--- src/sv/vpa_pkg.sv ---
// Shared constants, types and the arctangent table for the vector pair angle block.
`default_nettype none

package vpa_pkg;

  localparam int CompW          = 16;
  localparam int ProdW          = 2 * CompW;
  localparam int SumW           = ProdW + 1;
  localparam int MagW           = 2 * CompW;
  localparam int NormSteps      = $clog2(MagW);
  localparam int NormTop        = 60;
  localparam int Place          = NormTop + 1 - MagW;
  localparam int DpW            = 64;
  localparam int AccW           = 32;
  localparam int AngW           = 16;
  localparam int RotationStages = 18;
  localparam int CordicStages   = (RotationStages > 32) ? 32 : RotationStages;
  localparam int QueueDepth     = 4;
  localparam int QueuePtrW      = $clog2(QueueDepth);
  localparam int QueueCntW      = QueuePtrW + 1;

  localparam logic [AccW-1:0] AccHalf  = {1'b1, {(AccW-1){1'b0}}};
  localparam logic [AccW-1:0] AccRound = AccW'(1) << (AccW - AngW - 1);

  // atan(2^-i) in binary angle units, 2^32 = one full turn
  localparam logic [AccW-1:0] AtanTurns [32] = '{
    32'h2000_0000, 32'h12E4_051E, 32'h09FB_385B, 32'h0511_11D4,
    32'h028B_0D43, 32'h0145_D7E1, 32'h00A2_F61E, 32'h0051_7C55,
    32'h0028_BE53, 32'h0014_5F2F, 32'h000A_2F98, 32'h0005_17CC,
    32'h0002_8BE6, 32'h0001_45F3, 32'h0000_A2FA, 32'h0000_517D,
    32'h0000_28BE, 32'h0000_145F, 32'h0000_0A30, 32'h0000_0518,
    32'h0000_028C, 32'h0000_0146, 32'h0000_00A3, 32'h0000_0051,
    32'h0000_0029, 32'h0000_0014, 32'h0000_000A, 32'h0000_0005,
    32'h0000_0003, 32'h0000_0001, 32'h0000_0001, 32'h0000_0000
  };

  // classified pair: direction kind, zero flag, half turn start, sign of rotated y, magnitudes of cross and dot
  typedef struct packed {
    logic            kind;
    logic            zero;
    logic            half;
    logic            ny;
    logic [MagW-1:0] mc;
    logic [MagW-1:0] md;
  } vpa_item_t;

  typedef struct packed {
    logic                   kind;
    logic                   zero;
    logic signed [DpW-1:0]  x;
    logic signed [DpW-1:0]  y;
    logic        [AccW-1:0] z;
  } vpa_rot_t;

endpackage

`default_nettype wire

--- src/sv/vpa_front.sv ---
// Front end: accepts vector pairs, forms cross and dot products, classifies them.
`default_nettype none

module vpa_front (
  input  wire                                 clk_i,
  input  wire                                 rst_ni,
  input  wire                                 in_valid_i,
  output logic                                in_ready_o,
  input  wire                                 kind_i,
  input  wire  signed [vpa_pkg::CompW-1:0]    a_x_i,
  input  wire  signed [vpa_pkg::CompW-1:0]    a_y_i,
  input  wire  signed [vpa_pkg::CompW-1:0]    b_x_i,
  input  wire  signed [vpa_pkg::CompW-1:0]    b_y_i,
  output logic                                push_o,
  output vpa_pkg::vpa_item_t                  item_o,
  input  wire                                 full_i
);
  import vpa_pkg::*;

  logic                    valid_q, valid_d;
  logic                    kind_q;
  logic signed [ProdW-1:0] axbx_q, ayby_q, axby_q, aybx_q;
  logic signed [ProdW-1:0] axbx_d, ayby_d, axby_d, aybx_d;
  logic signed [SumW-1:0]  cross_sum, dot;
  logic        [SumW-1:0]  cross_mag, dot_mag;
  logic                    accept;

  assign accept     = in_valid_i && in_ready_o;
  assign push_o     = valid_q && !full_i;
  assign in_ready_o = !valid_q || !full_i;

  assign axbx_d = a_x_i * b_x_i;
  assign ayby_d = a_y_i * b_y_i;
  assign axby_d = a_x_i * b_y_i;
  assign aybx_d = a_y_i * b_x_i;

  always_comb begin
    valid_d = valid_q;
    if (accept) begin
      valid_d = 1'b1;
    end else if (push_o) begin
      valid_d = 1'b0;
    end
  end

  always_ff @(posedge clk_i or negedge rst_ni) begin
    if (!rst_ni) begin
      valid_q <= 1'b0;
    end else begin
      valid_q <= valid_d;
    end
  end

  always_ff @(posedge clk_i) begin
    if (accept) begin
      kind_q <= kind_i;
      axbx_q <= axbx_d;
      ayby_q <= ayby_d;
      axby_q <= axby_d;
      aybx_q <= aybx_d;
    end
  end

  always_comb begin
    cross_sum = SumW'(axby_q) - SumW'(aybx_q);
    dot       = SumW'(axbx_q) + SumW'(ayby_q);
    cross_mag = cross_sum[SumW-1] ? -cross_sum : cross_sum;
    dot_mag   = dot[SumW-1] ? -dot : dot;
    item_o.kind = kind_q;
    item_o.zero = (cross_sum == '0) && (dot == '0);
    item_o.half = dot[SumW-1];
    item_o.ny   = cross_sum[SumW-1] ^ dot[SumW-1];
    item_o.mc   = cross_mag[MagW-1:0];
    item_o.md   = dot_mag[MagW-1:0];
  end

endmodule

`default_nettype wire

--- config.mk ---
export PLATFORM = sky130hd
export DESIGN_NAME = vpa_front
export DESIGN_NICKNAME = d
export VERILOG_FILES = /design/src/sv/vpa_pkg.sv /design/src/sv/vpa_front.sv
export SDC_FILE = /design/constraint.sdc
export NUM_CORES = 2
export LEC_CHECK = 0
export BUFFER_PORTS_ARGS = -buffer_cell sky130_fd_sc_hd__buf_2
export CORE_ASPECT_RATIO = 0.8
export CORE_UTILIZATION = 60
export DETAILED_ROUTE_END_ITERATION = 10
export GPL_ROUTABILITY_DRIVEN = 1
export PLACE_DENSITY = 0.78
export SLEW_MARGIN = 20
export SYNTH_ARGS = -nofsm -noshare
export SYNTH_HDL_FRONTEND = slang
export SYNTH_SLANG_ARGS = --single-unit
--- constraint.sdc ---
create_clock -name clk_i -period 4.6 [get_ports clk_i]
set_input_delay 0.23 -clock clk_i [delete_from_list [all_inputs] [get_ports clk_i]]
set_output_delay 0.23 -clock clk_i [all_outputs]
set_load 0.1 [all_outputs]
==> run summary <==
The per-cell routed wire length works out to 21.1 um. When the netlist entered floorplanning its net count stood at 6,781. The first global-routing pass estimated 225,000 um of wire. Critical path startpoint category: an input pin. The weighted congestion reported at the end of routability-driven placement was 1.04; the number of ports placed on the die boundary was 139. Post-route clock period utilization: 128%. The first detailed-routing pass ran for 8 iterations.

In this run the deepest clock path goes through 2 buffers. The die is 256 um tall. Max-cap violations in this run came to 0. The worst clock skew came out at 7.54 ps. For this design, the slowest cell found on the critical path is sky130_fd_sc_hd__fa_2. The share of synthesized area in the top cell type comes to 43.5%. For the worst setup path, the data required time is 4810 ps. After legalization and detailed placement, the total HPWL measured 113,000 um. The post-synthesis average cell area came out at 9.18 um2. Among all flip-flop cells after synthesis, the most frequent one is sky130_fd_sc_hd__edfxtp_1.

Of all flip-flops after synthesis, the portion carrying an async set or reset was 0.769%. The worst pin sits at a relative slew slack of 39.7%. The worst hold path belongs to the class in -> async. Aggregate routed wire length: 150,000 um. The source-to-sink clock delay at the later pin of the worst-skew pair came out at 480 ps.

The floorplan step defined a die boundary enclosing 0.0818 mm2. After synthesis the cells add up to 0.0484 mm2. Sequential cells were found to cover 8.06% of the synthesized design area. The number of synthesized register bits was 130. The final number of hold-violating endpoints came out at 0. The routed layout has 40,447 vias.

Summed over all layers, the global routing overflow is 0. Walking the worst path, the cells encountered are buf_12 > nand2_2 > inv_1 > fa_2 > fa_1 > fa_2 > fa_2 > fa_1 > inv_2 > fa_1 > inv_1 > ha_2 > a21o_1 > a21o_1 > a21o_1 > a2111oi_4 > o211ai_1 > a31oi_1 > nor2b_1 > o21a_1 > o21ai_2 > xnor2_1. Maximum level of the CTS H-tree: 4. Fill cells in the final layout number 4,680. The number of antenna violations at the first check in global routing is 6, and the area growth from synthesis to layout is 30.3%. The die outline width works out to 319 um.

The critical path is of the in -> reg type. Synthesis handed over a netlist of 5,268 instances. The worst-margin pin slew was 882 ps. The tools report the capturing element type of the critical path as a register. The least setup slack across all paths after layout is -1280 ps, and the initial cell density of the core is 61.0%. TritonCTS built the clock tree.

Tracing the worst setup path back leads to its startpoint at b_x_i[2]. The count of nets left with antenna violations once routing finished came out at 0. The tools report the number of core rows as 92. The largest net degree at the start of global routing was 70; the clock transition time at the flip-flop clock pins of the worst setup and hold paths was 60 ps. Leaving out filler cells and counting taps, the final layout contains 7,112. The tree is rooted in a sky130_fd_sc_hd__clkbuf_16. The number of clock sinks was 130.

In the final layout, the multi-input gates occupy 0.0427 mm2. For this run, the total global-route usage over all layers was measured as 35.3%. The synthesized netlist contains 83 unique library cells. During synthesis, Yosys emitted a total of 0 warnings. Counting instances in the post-synthesis netlist gives the leading cell types as sky130_fd_sc_hd__inv_1 (1,221), sky130_fd_sc_hd__fa_1 (1,050), sky130_fd_sc_hd__nand2_1 (573).

After detailed routing, the number of vias per cell comes to 5.69. Placement-stage worst setup slack: -2050 ps. The launching point of the worst reg2reg path is valid_q.

The checks that failed: negative setup slack. By instance count, the leading cell after synthesis is sky130_fd_sc_hd__inv_1. The final-stage net count was 7,574; the core area was 0.0793 mm2. The largest stage delay on the critical path works out to 670 ps. The count of port buffers added during placement came out at 138. Broken down by cell family, the worst path's largest delay share belongs to adder cells.

The via count of the first global-routing pass is 42,207. Yosys attributes the largest share of cell area to sky130_fd_sc_hd__fa_1 (43%), sky130_fd_sc_hd__ha_1 (10%), sky130_fd_sc_hd__inv_1 (9.5%). The number of DRC markers after the initial detailed-route iteration was 3,688; the share of layout cells above drive strength 1 was 27.9%. Setup repair after global routing could not meet its margin everywhere. At the worst endpoint, the arrival time is 6090 ps. Once placement completed, the tool counted placed cells totaling 6,930.

The run gives 0 as the number of max-slew violations in the final report. The count of unresolved DRC violations after routing was 0; the number of enable-type register cells in the synthesized netlist was 129. The run finished, with violations left. The cell accounting for the most synthesized area is sky130_fd_sc_hd__fa_1.

Summing all flip-flop and latch instances after layout gives 0.00390 mm2. Along the worst path, the maximum fanout reaches 12. Setup violations remaining at the end of the flow were counted as 117. Together, buffers and inverters on the worst path number 4. The final critical-path required period came out at 5880 ps. The highest attainable clock frequency came out at 170 MHz. Buffers inserted during clock tree synthesis total 17.
==> cell usage in the layout (no fill, tap or decap), types with 85 or more instances in the layout <==
master,netlist,final
sky130_fd_sc_hd__inv_1,1221,1133
sky130_fd_sc_hd__fa_1,1050,992
sky130_fd_sc_hd__buf_4,1,682
sky130_fd_sc_hd__nand2_1,573,539
sky130_fd_sc_hd__and2_1,504,434
sky130_fd_sc_hd__ha_1,394,337
sky130_fd_sc_hd__edfxtp_1,129,129
sky130_fd_sc_hd__xnor2_1,198,127
sky130_fd_sc_hd__nor2_1,157,125
sky130_fd_sc_hd__buf_12,0,112
sky130_fd_sc_hd__buf_6,0,94
sky130_fd_sc_hd__inv_2,0,85
==> metrics by stage <==
stage          hold slack (ps)  setup TNS (ps)  area, um2  utilization [%]
2_1_floorplan            -65.6          -50920      50200                -
3_3_place_gp              4.71         -114090      57300             72.3
3_5_place_dp              6.04         -120260      57300             72.3
4_1_cts                   33.2          -53100      60200             75.9
5_1_grt                   53.5          -77300      63000             79.4
6_report                  51.7          -63840      63000             79.5
==> area by class of cell <==
| class | instances | area share, % |
|---|---|---|
| Multi-Input combinational cell | 3699 | 67.8 |
| Inverter | 1221 | 7.29 |
| Antenna cell | 4 | 0.0159 |
| Clock buffer | 17 | 0.675 |
| Clock inverter | 15 | 0.302 |
| Sequential cell | 130 | 6.19 |
| Tap cell | 1034 | 2.05 |
| Timing Repair Buffer | 992 | 15.7 |
==> cell families (layout without fill, tap and decap cells) <==
kind of cell | count (synthesis) | count (layout) | synth area share, %
AND/OR/NAND/NOR | 1495 | 1495 | 15.6
other | 0 | 4 | 0
multiplexers | 12 | 13 | 0.261
flip-flops | 130 | 130 | 8.06
XOR/XNOR | 245 | 245 | 4.44
AO/OA/AOI/OAI | 502 | 502 | 6.77
buffers and inverters | 1440 | 2245 | 11.2
adder cells (fa/ha/maj) | 1444 | 1444 | 53.6
==> routing by layer <==
layer / part of all wire, % / vias to the layer above / global-route usage, %
li1: - / 17543 / -
met1: 39 / 20447 / 49.6
met2: 46 / 2074 / 54.9
met3: 11 / 379 / 8.01
met4: 3.5 / 4 / 10.7
met5: 0.018 / - / 0
==> registers in the layout, indices dropped and copies added, names as in the netlist <==
| signal | cells |
|---|---|
| kind_q | 1 |
| axby_q | 32 |
| aybx_q | 32 |
| axbx_q | 32 |
| ayby_q | 32 |
| valid_q | 1 |
==> path summary, 6_finish.rpt <==
check,end,slack [ps],cells past startpoint
max in group asynchronous,valid_q,4460,2
worst max-delay path,aybx_q[30],-1280,22
worst max register to register,aybx_q[9],2540,3
worst min register to register,axbx_q[31],1060,2
min in group clk_i,axbx_q[0],330,2
worst min-delay path,valid_q,50,2
==> timing repair <==
| item | 4_1_cts | 5_1_grt |
|---|---|---|
| gates resized for setup | 318 | 537 |
| pin swaps | 121 | 280 |
| buffers inserted | 71 | 83 |
| hold endpoints to repair | 3 | 0 |
| hold buffers | 4 | 0 |
| setup endpoints to repair | 149 | 152 |
| gates cloned | 12 | 14 |
Power is not shown: default switching activity piles up to over one toggle a cycle in this logic, so the estimate is an artifact.
