File: config.mk
export PLATFORM = sky130hd
export DESIGN_NAME = vpa_queue
export DESIGN_NICKNAME = d
export VERILOG_FILES = /design/src/sv/vpa_pkg.sv /design/src/sv/vpa_queue.sv
export SDC_FILE = /design/constraint.sdc
export NUM_CORES = 1
export LEC_CHECK = 0
export BUFFER_PORTS_ARGS = -buffer_cell sky130_fd_sc_hd__buf_2
export CAP_MARGIN = 20
export CORE_ASPECT_RATIO = 0.5
export CORE_MARGIN = 1.5
export CORE_UTILIZATION = 40
export DETAILED_ROUTE_END_ITERATION = 10
export GPL_TIMING_DRIVEN = 1
export PLACE_DENSITY = 0.62
export SYNTH_ARGS = -nofsm -noshare
export SYNTH_HDL_FRONTEND = slang
export SYNTH_SLANG_ARGS = --single-unit
File: constraint.sdc
create_clock -name clk_i -period 2.8 [get_ports clk_i]
set_input_delay 0.56 -clock clk_i [delete_from_list [all_inputs] [get_ports clk_i]]
set_output_delay 0.56 -clock clk_i [all_outputs]
set_load 0.05 [all_outputs]
File: src/sv/vpa_pkg.sv
// Shared constants, types and the arctangent table for the vector pair angle block.
`default_nettype none

package vpa_pkg;

  localparam int CompW          = 16;
  localparam int ProdW          = 2 * CompW;
  localparam int SumW           = ProdW + 1;
  localparam int MagW           = 2 * CompW;
  localparam int NormSteps      = $clog2(MagW);
  localparam int NormTop        = 60;
  localparam int Place          = NormTop + 1 - MagW;
  localparam int DpW            = 64;
  localparam int AccW           = 32;
  localparam int AngW           = 16;
  localparam int RotationStages = 18;
  localparam int CordicStages   = (RotationStages > 32) ? 32 : RotationStages;
  localparam int QueueDepth     = 4;
  localparam int QueuePtrW      = $clog2(QueueDepth);
  localparam int QueueCntW      = QueuePtrW + 1;

  localparam logic [AccW-1:0] AccHalf  = {1'b1, {(AccW-1){1'b0}}};
  localparam logic [AccW-1:0] AccRound = AccW'(1) << (AccW - AngW - 1);

  // atan(2^-i) in binary angle units, 2^32 = one full turn
  localparam logic [AccW-1:0] AtanTurns [32] = '{
    32'h2000_0000, 32'h12E4_051E, 32'h09FB_385B, 32'h0511_11D4,
    32'h028B_0D43, 32'h0145_D7E1, 32'h00A2_F61E, 32'h0051_7C55,
    32'h0028_BE53, 32'h0014_5F2F, 32'h000A_2F98, 32'h0005_17CC,
    32'h0002_8BE6, 32'h0001_45F3, 32'h0000_A2FA, 32'h0000_517D,
    32'h0000_28BE, 32'h0000_145F, 32'h0000_0A30, 32'h0000_0518,
    32'h0000_028C, 32'h0000_0146, 32'h0000_00A3, 32'h0000_0051,
    32'h0000_0029, 32'h0000_0014, 32'h0000_000A, 32'h0000_0005,
    32'h0000_0003, 32'h0000_0001, 32'h0000_0001, 32'h0000_0000
  };

  // classified pair: direction kind, zero flag, half turn start, sign of rotated y, magnitudes of cross and dot
  typedef struct packed {
    logic            kind;
    logic            zero;
    logic            half;
    logic            ny;
    logic [MagW-1:0] mc;
    logic [MagW-1:0] md;
  } vpa_item_t;

  typedef struct packed {
    logic                   kind;
    logic                   zero;
    logic signed [DpW-1:0]  x;
    logic signed [DpW-1:0]  y;
    logic        [AccW-1:0] z;
  } vpa_rot_t;

endpackage

`default_nettype wire

File: src/sv/vpa_queue.sv
// Short queue between front and back end, registered read port.
`default_nettype none

module vpa_queue (
  input  wire                 clk_i,
  input  wire                 rst_ni,
  input  wire                 push_i,
  input  vpa_pkg::vpa_item_t  wdata_i,
  output logic                full_o,
  input  wire                 pop_i,
  output vpa_pkg::vpa_item_t  rdata_o,
  output logic                empty_o
);
  import vpa_pkg::*;

  vpa_item_t             mem [QueueDepth];
  vpa_item_t             rdata_q;
  logic [QueuePtrW-1:0]  wr_ptr_q, rd_ptr_q;
  logic [QueueCntW-1:0]  count_q, count_d;

  assign full_o  = (count_q == QueueCntW'(QueueDepth));
  assign empty_o = (count_q == '0);
  assign rdata_o = rdata_q;

  always_comb begin
    count_d = count_q;
    if (push_i && !pop_i) begin
      count_d = count_q + 1'b1;
    end else if (pop_i && !push_i) begin
      count_d = count_q - 1'b1;
    end
  end

  always_ff @(posedge clk_i or negedge rst_ni) begin
    if (!rst_ni) begin
      wr_ptr_q <= '0;
      rd_ptr_q <= '0;
      count_q  <= '0;
    end else begin
      count_q <= count_d;
      if (push_i) begin
        wr_ptr_q <= wr_ptr_q + 1'b1;
      end
      if (pop_i) begin
        rd_ptr_q <= rd_ptr_q + 1'b1;
      end
    end
  end

  always_ff @(posedge clk_i) begin
    if (push_i) begin
      mem[wr_ptr_q] <= wdata_i;
    end
  end

  always_ff @(posedge clk_i) begin
    if (pop_i) begin
      rdata_q <= mem[rd_ptr_q];
    end
  end

  a_no_overflow: assert property (@(posedge clk_i) disable iff (!rst_ni)
    !(push_i && full_o))
    else $error("queue push while full");

  a_no_underflow: assert property (@(posedge clk_i) disable iff (!rst_ni)
    !(pop_i && empty_o))
    else $error("queue pop while empty");

  a_count_step: assert property (@(posedge clk_i) disable iff (!rst_ni)
    (push_i && !pop_i) |=> (count_q == $past(count_q) + 1'b1))
    else $error("queue count did not advance on push");

endmodule

`default_nettype wire

==> flow_summary_export.csv, run 1 <==
group,metric,value,unit
pwr,pwr-share-clk,25.1,%
worst_setup_path,reg2reg_to,"rdata_o[44]",
die,coreArea,0.0303,sq mm
placed_design,hpwlAfterDp,12800,um
worst_setup_path,worst-path-max-fanout,4,
timing,hold_viol,0,
timing,rsz0062_at_grt,"no",
worst_setup_path,endpoint,"full_o",
synthesis,synth-seq-area-share,84.3,%
timing,tightest_slew,0.610,ns
synthesis,syn_area,0.0123,sq mm
route,routedWlPerCell,20.6,um
synthesis,synthesis.instances,458,
final_layout,num-fill-cells,2455,
clock_network,clk_pin_slew,0.06,ns
die,fp.dieArea,0.0319,sq mm
die,die_x,251,um
die,initial_core_util,40.7,%
synthesis,synth_compound_area_share,0.0406,%
worst_setup_path,r2r_slack,0.92,ns
route,drt_iter0_markers,359,
synthesis,synth_top_area_share,82.8,%
timing,whs,0.231,ns
synthesis,synth_top_family_by_area,"multiplexers",
timing,finalMaxSlewViolations,0,
worst_setup_path,timing.rr.start,"rd_ptr_q[0]",
worst_setup_path,cp-end-kind,"primary output",
clock_network,cts_num_sinks,347,
clock_network,h-tree-depth,1,
final_layout,drive_gt1_share,41.4,%
worst_setup_path,crit_required,2.24,ns
route,via_per_inst,4.87,
synthesis,yosys.area_share.simple,0.396,%
worst_setup_path,startpoint_type,"flip-flop",
pwr,ir_drop,0.000573,V
final_layout,layout.cells.non_filler,1053,
timing,finalSetupViolations,0,
placed_design,place_area,0.0135,sq mm
pwr,swShare,30.6,%
synthesis,yosys_warnings,0,
timing,tns,0,ns
synthesis,synth_largest_area_cell,"edfxtp_1",
global_route,grt_usage,13.7,%
pwr,finalPower,15.7,mW
pwr,p_seq_share,48.6,%
pwr,switchingPower,4.80,mW
global_route,grt_max_degree,71,
synthesis,synth.ff_latch_count,347,
worst_setup_path,cp.arrival,1.51,ns
die,dieHeight,127,um
clock_network,cts_buffers,31,
timing,relSlewSlack,59.3,%
pwr,p_leak,4.92,nW
global_route,grt_pass1_vias,5476,
placed_design,gp_congestion,0.707,
global_route,grt_pass1_wl,32400,um
worst_setup_path,reg2reg_depth,2,
global_route,antenna_found_initial,3,
route,drc_errors,0,
final_layout,regArea,0.0104,sq mm
timing,timing.final.crit_share,73.8,%
clock_network,cts_resized,0,
clock_network,cts_buffer_depth,3,
final_layout,multiInputGateArea,0.00174,sq mm
synthesis,synthXorXnorAreaFrac,0.426,%
pwr,p_per_area,1080,mW/mm^2
job,timing.max_cap.violations,0,
route,drt_first_pass_iters,4,
placed_design,dp_cells,994,
synthesis,syn_nets,536,
outcome,status,"finished clean",
final_layout,final_area,0.0145,sq mm
route,ant_nets,0,
pwr,p_comb_share,26.3,%
clock_network,post-cts-setup-buffers,0,
placed_design,port_buffers,141,
die,ios,142,
synthesis,avgSynthCellArea,26.9,sq um
placed_design,place_ws,0.883,ns
final_layout,syn_to_final_growth,17.7,%
die,rows,45,
clock_network,cts-root-buf,"clkbuf_16",
clock_network,clkLatencyLatePin,0.54,ns
route,num_vias,5132,
final_layout,fin_nets,707,
timing,fin_crit,2.07,ns
synthesis,synthMuxAreaShare,12.5,%
synthesis,synth_area_leaders,"edfxtp_1 83%, mux4_2 12%, dfrtp_1 1.4%, buf_12 1.1%, ha_1 0.51%",
clock_network,cts_tree,"built",
timing,fmax,0.484,GHz
min_path,min_path_type,"in2reg",
synthesis,synthAdderAreaFrac,0.670,%
synthesis,synth_cell_types,19,
final_layout,fin_util,47.9,%
worst_setup_path,critPathKind,"reg2out",
route,drt-total-wl,21700,um
worst_setup_path,startpoint,"count_q[0]",
timing,setup_ws,0.734,ns
pwr,p_int,10.9,mW
timing,worst_clock_skew,0.00962,ns
global_route,overflow,0,
## logic make-up after synthesis
kind of cell | Yosys count
xor gates and xnor gates | 6
adders and majority gates | 6
and+or+nand+nor | 9
muxes | 69
DFF | 347
buffers and inverters | 20
AOI/OAI and AO/OA | 1
## sequential cells by signal, indices dropped and copies added (netlist names)
name,flops
wr_ptr_q,2
rdata_o,68
mem,272
count_q,3
rd_ptr_q,2
## critical path, stage by stage, from the launching register on
cell	delay, ns
dfrtp_1	0.45
nor3b_1	0.21
buf_2	0.30
## layer usage
metal,vias to the layer above,track usage (%),part of all wire (%)
met2,80,24.0,52
met4,0,3.40,2.0
met3,33,2.69,3.9
met5,-,0,0
li1,2291,-,-
met1,2728,17.7,42
## cells in the final DEF, fill, tap and decap left out
cell type	count
edfxtp_1	340
buf_2	140
mux4_2	68
clkbuf_16	31
clkbuf_1	10
buf_12	8
clkinv_2	6
ha_1	5
dfrtp_1	5
buf_4	5
inv_1	4
and2_4	4
xor2_1	4
clkbuf_8	4
clkinv_1	4
diode_2	2
xnor2_1	2
nand2_1	2
dfrtp_4	2
nor3_1	1
nor3b_1	1
mux2_2	1
o21ai_0	1
nor2_1	1
fa_1	1
bufinv_16	1
dlygate4sd3_1	1
## cells in the mapped netlist
library cell and instances:
nor3b_1 1, xor2_1 4, mux4_2 68, dfrtp_1 7
inv_1 4, ha_1 5, buf_4 1, xnor2_1 2
nand2_1 2, nor3_1 1, mux2_2 1, edfxtp_1 340
nor2_1 1, buf_6 1, buf_12 7, buf_2 7
o21ai_0 1, and2_1 4, fa_1 1
## power by group through the flow
| stage | registers (mW) | clock network (mW) | logic [mW] |
|---|---|---|---|
| after floorplan | 8.79 | 0 | 2.19 |
| after global placement | 7.71 | 0 | 4.17 |
| after detailed placement | 7.77 | 0 | 4.23 |
| after CTS | 7.66 | 4.02 | 4.23 |
| after global routing | 7.76 | 4.23 | 4.39 |
| final | 7.63 | 3.94 | 4.13 |
## worst min-delay path by stage
| stage | from | cells after the start | slack, ns | endpoint |
|---|---|---|---|---|
| final | wdata_i[1] | 1 | 0.23 | mem[0][1] |
| after detailed placement | rst_ni | 1 | 0.42 | wr_ptr_q[0] |
| after CTS | wdata_i[55] | 1 | 0.21 | mem[2][55] |
| after global routing | wdata_i[35] | 1 | 0.21 | mem[1][35] |
| after floorplan | rst_ni | 0 | 0.26 | count_q[0] |
| after global placement | rst_ni | 1 | 0.41 | wr_ptr_q[1] |
## cell type report
class | instances | share of cell area [%]
flip-flops and latches | 347 | 71.6
multi-input cells | 91 | 12.0
repair buffers | 154 | 6.26
clock buffers | 45 | 5.99
well taps | 399 | 3.44
clock inverters | 11 | 0.518
inverters | 4 | 0.104
diodes | 2 | 0.0345
## repair_timing
item / CTS / global route
hold buffers: 1 / 0
endpoints found under the setup margin: 0 / 0
endpoints found under the hold margin: 7 / 0
Note: power is estimated with default switching activity, not from simulation.
==> run 2, diff against run 1 <==
- ABC_AREA: default -> 1
- clock period: 2.8 -> 1.75 ns (I/O delays scaled with it)
==> flow_summary_export.csv, run 2 <==
group,metric,value,unit
outcome,status,"finished clean",
final_layout,regArea,0.0104,sq mm
clock_network,cts_num_sinks,347,
die,ios,142,
global_route,grt_usage,15.2,%
final_layout,top_register,"mem",
timing,timing.final.crit_share,96.9,%
clock_network,cts_buffer_depth,3,
synthesis,synth.ff_latch_count,347,
synthesis,synth_top_area_share,77.6,%
timing,whs,0.0573,ns
placed_design,port_buffers,141,
placed_design,hpwlAfterDp,14900,um
timing,fmax,0.590,GHz
global_route,grt_pass1_wl,40000,um
pwr,ir_drop,0.000753,V
synthesis,synth_most_common_cell,"edfxtp_1",
pwr,p_seq_share,44.0,%
pwr,p_leak,6.03,nW
timing,relSlewSlack,68.7,%
worst_setup_path,critPathKind,"reg2out",
route,drt_iter0_markers,413,
clock_network,clkLatencyLatePin,0.50,ns
job,timing.max_cap.violations,0,
clock_network,h-tree-depth,2,
final_layout,syn_to_final_growth,18.6,%
final_layout,largest_reg_flops,272,
die,die_x,260,um
route,drt-total-wl,25700,um
die,fp.dieArea,0.0341,sq mm
pwr,p_comb_share,31.7,%
min_path,min_path_type,"in2reg",
timing,finalSetupViolations,0,
worst_setup_path,crit_required,1.40,ns
timing,tightest_slew,0.470,ns
pwr,pwr-share-clk,24.3,%
final_layout,fin_nets,1139,
global_route,grt_pass1_vias,7171,
synthesis,synth_area_leaders,"edfxtp_1 78%, o211ai_1 7.8%, nand2_1 6.2%, inv_1 4.2%, buf_2 1.3%",
die,rows,46,
die,dieHeight,131,um
synthesis,synth_cell_types,18,
final_layout,num-fill-cells,2708,
synthesis,syn_nets,987,
pwr,p_int,17.8,mW
route,num_vias,7191,
route,via_per_inst,4.74,
route,ant_nets,0,
route,routedWlPerCell,16.9,um
clock_network,cts-root-buf,"clkbuf_16",
clock_network,cts_buffers,35,
worst_setup_path,crit_chain,"nor3_2 > buf_6",
final_layout,layout_common_cells,"340 x edfxtp_1, 213 x nand2_1, 142 x inv_1, 138 x buf_2, 136 x o211ai_1",
pwr,swShare,35.9,%
final_layout,final_area,0.0156,sq mm
synthesis,ys_async_sr_fraction,2.02,%
final_layout,drive_gt1_share,20.6,%
timing,worst_clock_skew,0.0122,ns
route,drt_first_pass_iters,4,
placed_design,place_area,0.0146,sq mm
clock_network,cts_tree,"built",
final_layout,antenna_cells,0,
pwr,switchingPower,9.99,mW
timing,rsz0062_at_grt,"yes",
synthesis,synthesis.instances,909,
worst_setup_path,critPathSlowestCell,"dfrtp_2",
timing,finalMaxSlewViolations,0,
global_route,antenna_found_initial,3,
die,coreArea,0.0320,sq mm
synthesis,synth_ff_type,"edfxtp_1",
worst_setup_path,cp.arrival,1.35,ns
placed_design,gp_congestion,0.749,
pwr,finalPower,27.8,mW
global_route,overflow,0,
worst_setup_path,startpoint_type,"flip-flop",
global_route,grt_max_degree,71,
worst_setup_path,worst-path-max-fanout,4,
timing,hold_viol,0,
synthesis,avgSynthCellArea,14.5,sq um
synthesis,synth_largest_area_cell,"edfxtp_1",
final_layout,layout_commonest_cell,"edfxtp_1",
synthesis,yosys_warnings,0,
worst_setup_path,cp-end-kind,"primary output",
synthesis,synth_commonest_cells,"340 x edfxtp_1, 217 x nand2_1, 147 x inv_1",
worst_setup_path,cp_slowest_stage_delay,0.45,ns
synthesis,synth-seq-area-share,78.9,%
route,drc_errors,0,
synthesis,syn_area,0.0132,sq mm
synthesis,synth_edf_count,340,
timing,fin_crit,1.70,ns
final_layout,multiInputGateArea,0.00201,sq mm
pwr,p_per_area,1780,mW/mm^2
die,initial_core_util,41.1,%
clock_network,clk_pin_slew,0.06,ns
[run 2: cell families (layout without fill, tap and decap cells)]
kind of cell | after synthesis | after routing | synth area share [%]
buffers and inverters | 194 | 370 | 6.04
and+or+nand+nor | 221 | 221 | 6.35
AOI/OAI and AO/OA | 137 | 137 | 7.80
xor gates and xnor gates | 4 | 4 | 0.266
DFF | 347 | 347 | 78.9
adders and majority gates | 6 | 6 | 0.628
[run 2: timing repair]
action | in CTS | in global routing
resized for setup | 3 | 3
endpoints found under the setup margin | 2 | 2
endpoints found under the hold margin | 7 | 0
pin swaps | 0 | 0
buffers inserted | 0 | 0
hold buffers | 1 | 0
[run 2: cell type report]
type | count | share of cell area [%]
well taps | 432 | 3.46
clock buffers | 43 | 5.80
clock inverters | 18 | 0.738
multi-input cells | 368 | 12.9
inverters | 148 | 3.66
repair buffers | 161 | 6.88
flip-flops and latches | 347 | 66.6
[run 2: worst paths after layout]
| path | start | end | slack, ns | cells past startpoint |
|---|---|---|---|---|
| max | count_q[0] | empty_o | 0.05 | 2 |
| min | wdata_i[33] | mem[2][33] | 0.06 | 1 |
| max reg2reg | wr_ptr_q[0] | mem[2][27] | 0.22 | 5 |
| min reg2reg | mem[0][12] | rdata_o[12] | 0.54 | 2 |
| max in group asynchronous | rst_ni | rd_ptr_q[0] | 1.34 | 2 |
| min in group asynchronous | rst_ni | rd_ptr_q[1] | 0.22 | 2 |
[run 2: critical path, delay by kind of cell, from the launching register on]
family | cells | cell delay [ns]
and+or+nand+nor | 1 | 0.21
buffers and inverters | 1 | 0.19
DFF | 1 | 0.45
[run 2: power groups by stage]
| stage | Clock (mW) | Sequential, mW | Combinational [mW] |
|---|---|---|---|
| final | 6.75 | 12.2 | 8.82 |
| after global routing | 7.26 | 12.4 | 9.64 |
| after CTS | 6.89 | 12.3 | 8.98 |
| after detailed placement | 0 | 12.4 | 8.93 |
| after global placement | 0 | 12.4 | 8.75 |
| after floorplan | 0 | 14.6 | 4.12 |
[run 2: per-layer routing]
layer,routed length (um),track usage (%),vias to the layer above
met1,10900,19.0,3539
met3,1080,3.40,41
met2,13200,26.8,101
met4,408,3.81,6
met5,38,0,-
li1,-,-,3504
[run 2: metrics by stage]
step	setup WS, ns	utilization, %	std cells	setup TNS, ns
after floorplan	-0.306	-	909	-82.76
after global placement	0.172	45.5	1455	0
after detailed placement	0.146	45.5	1455	0
after CTS	0.00612	48.7	1517	0
after global routing	-0.00451	48.8	1517	-0.00451
final	0.0549	48.8	1517	0
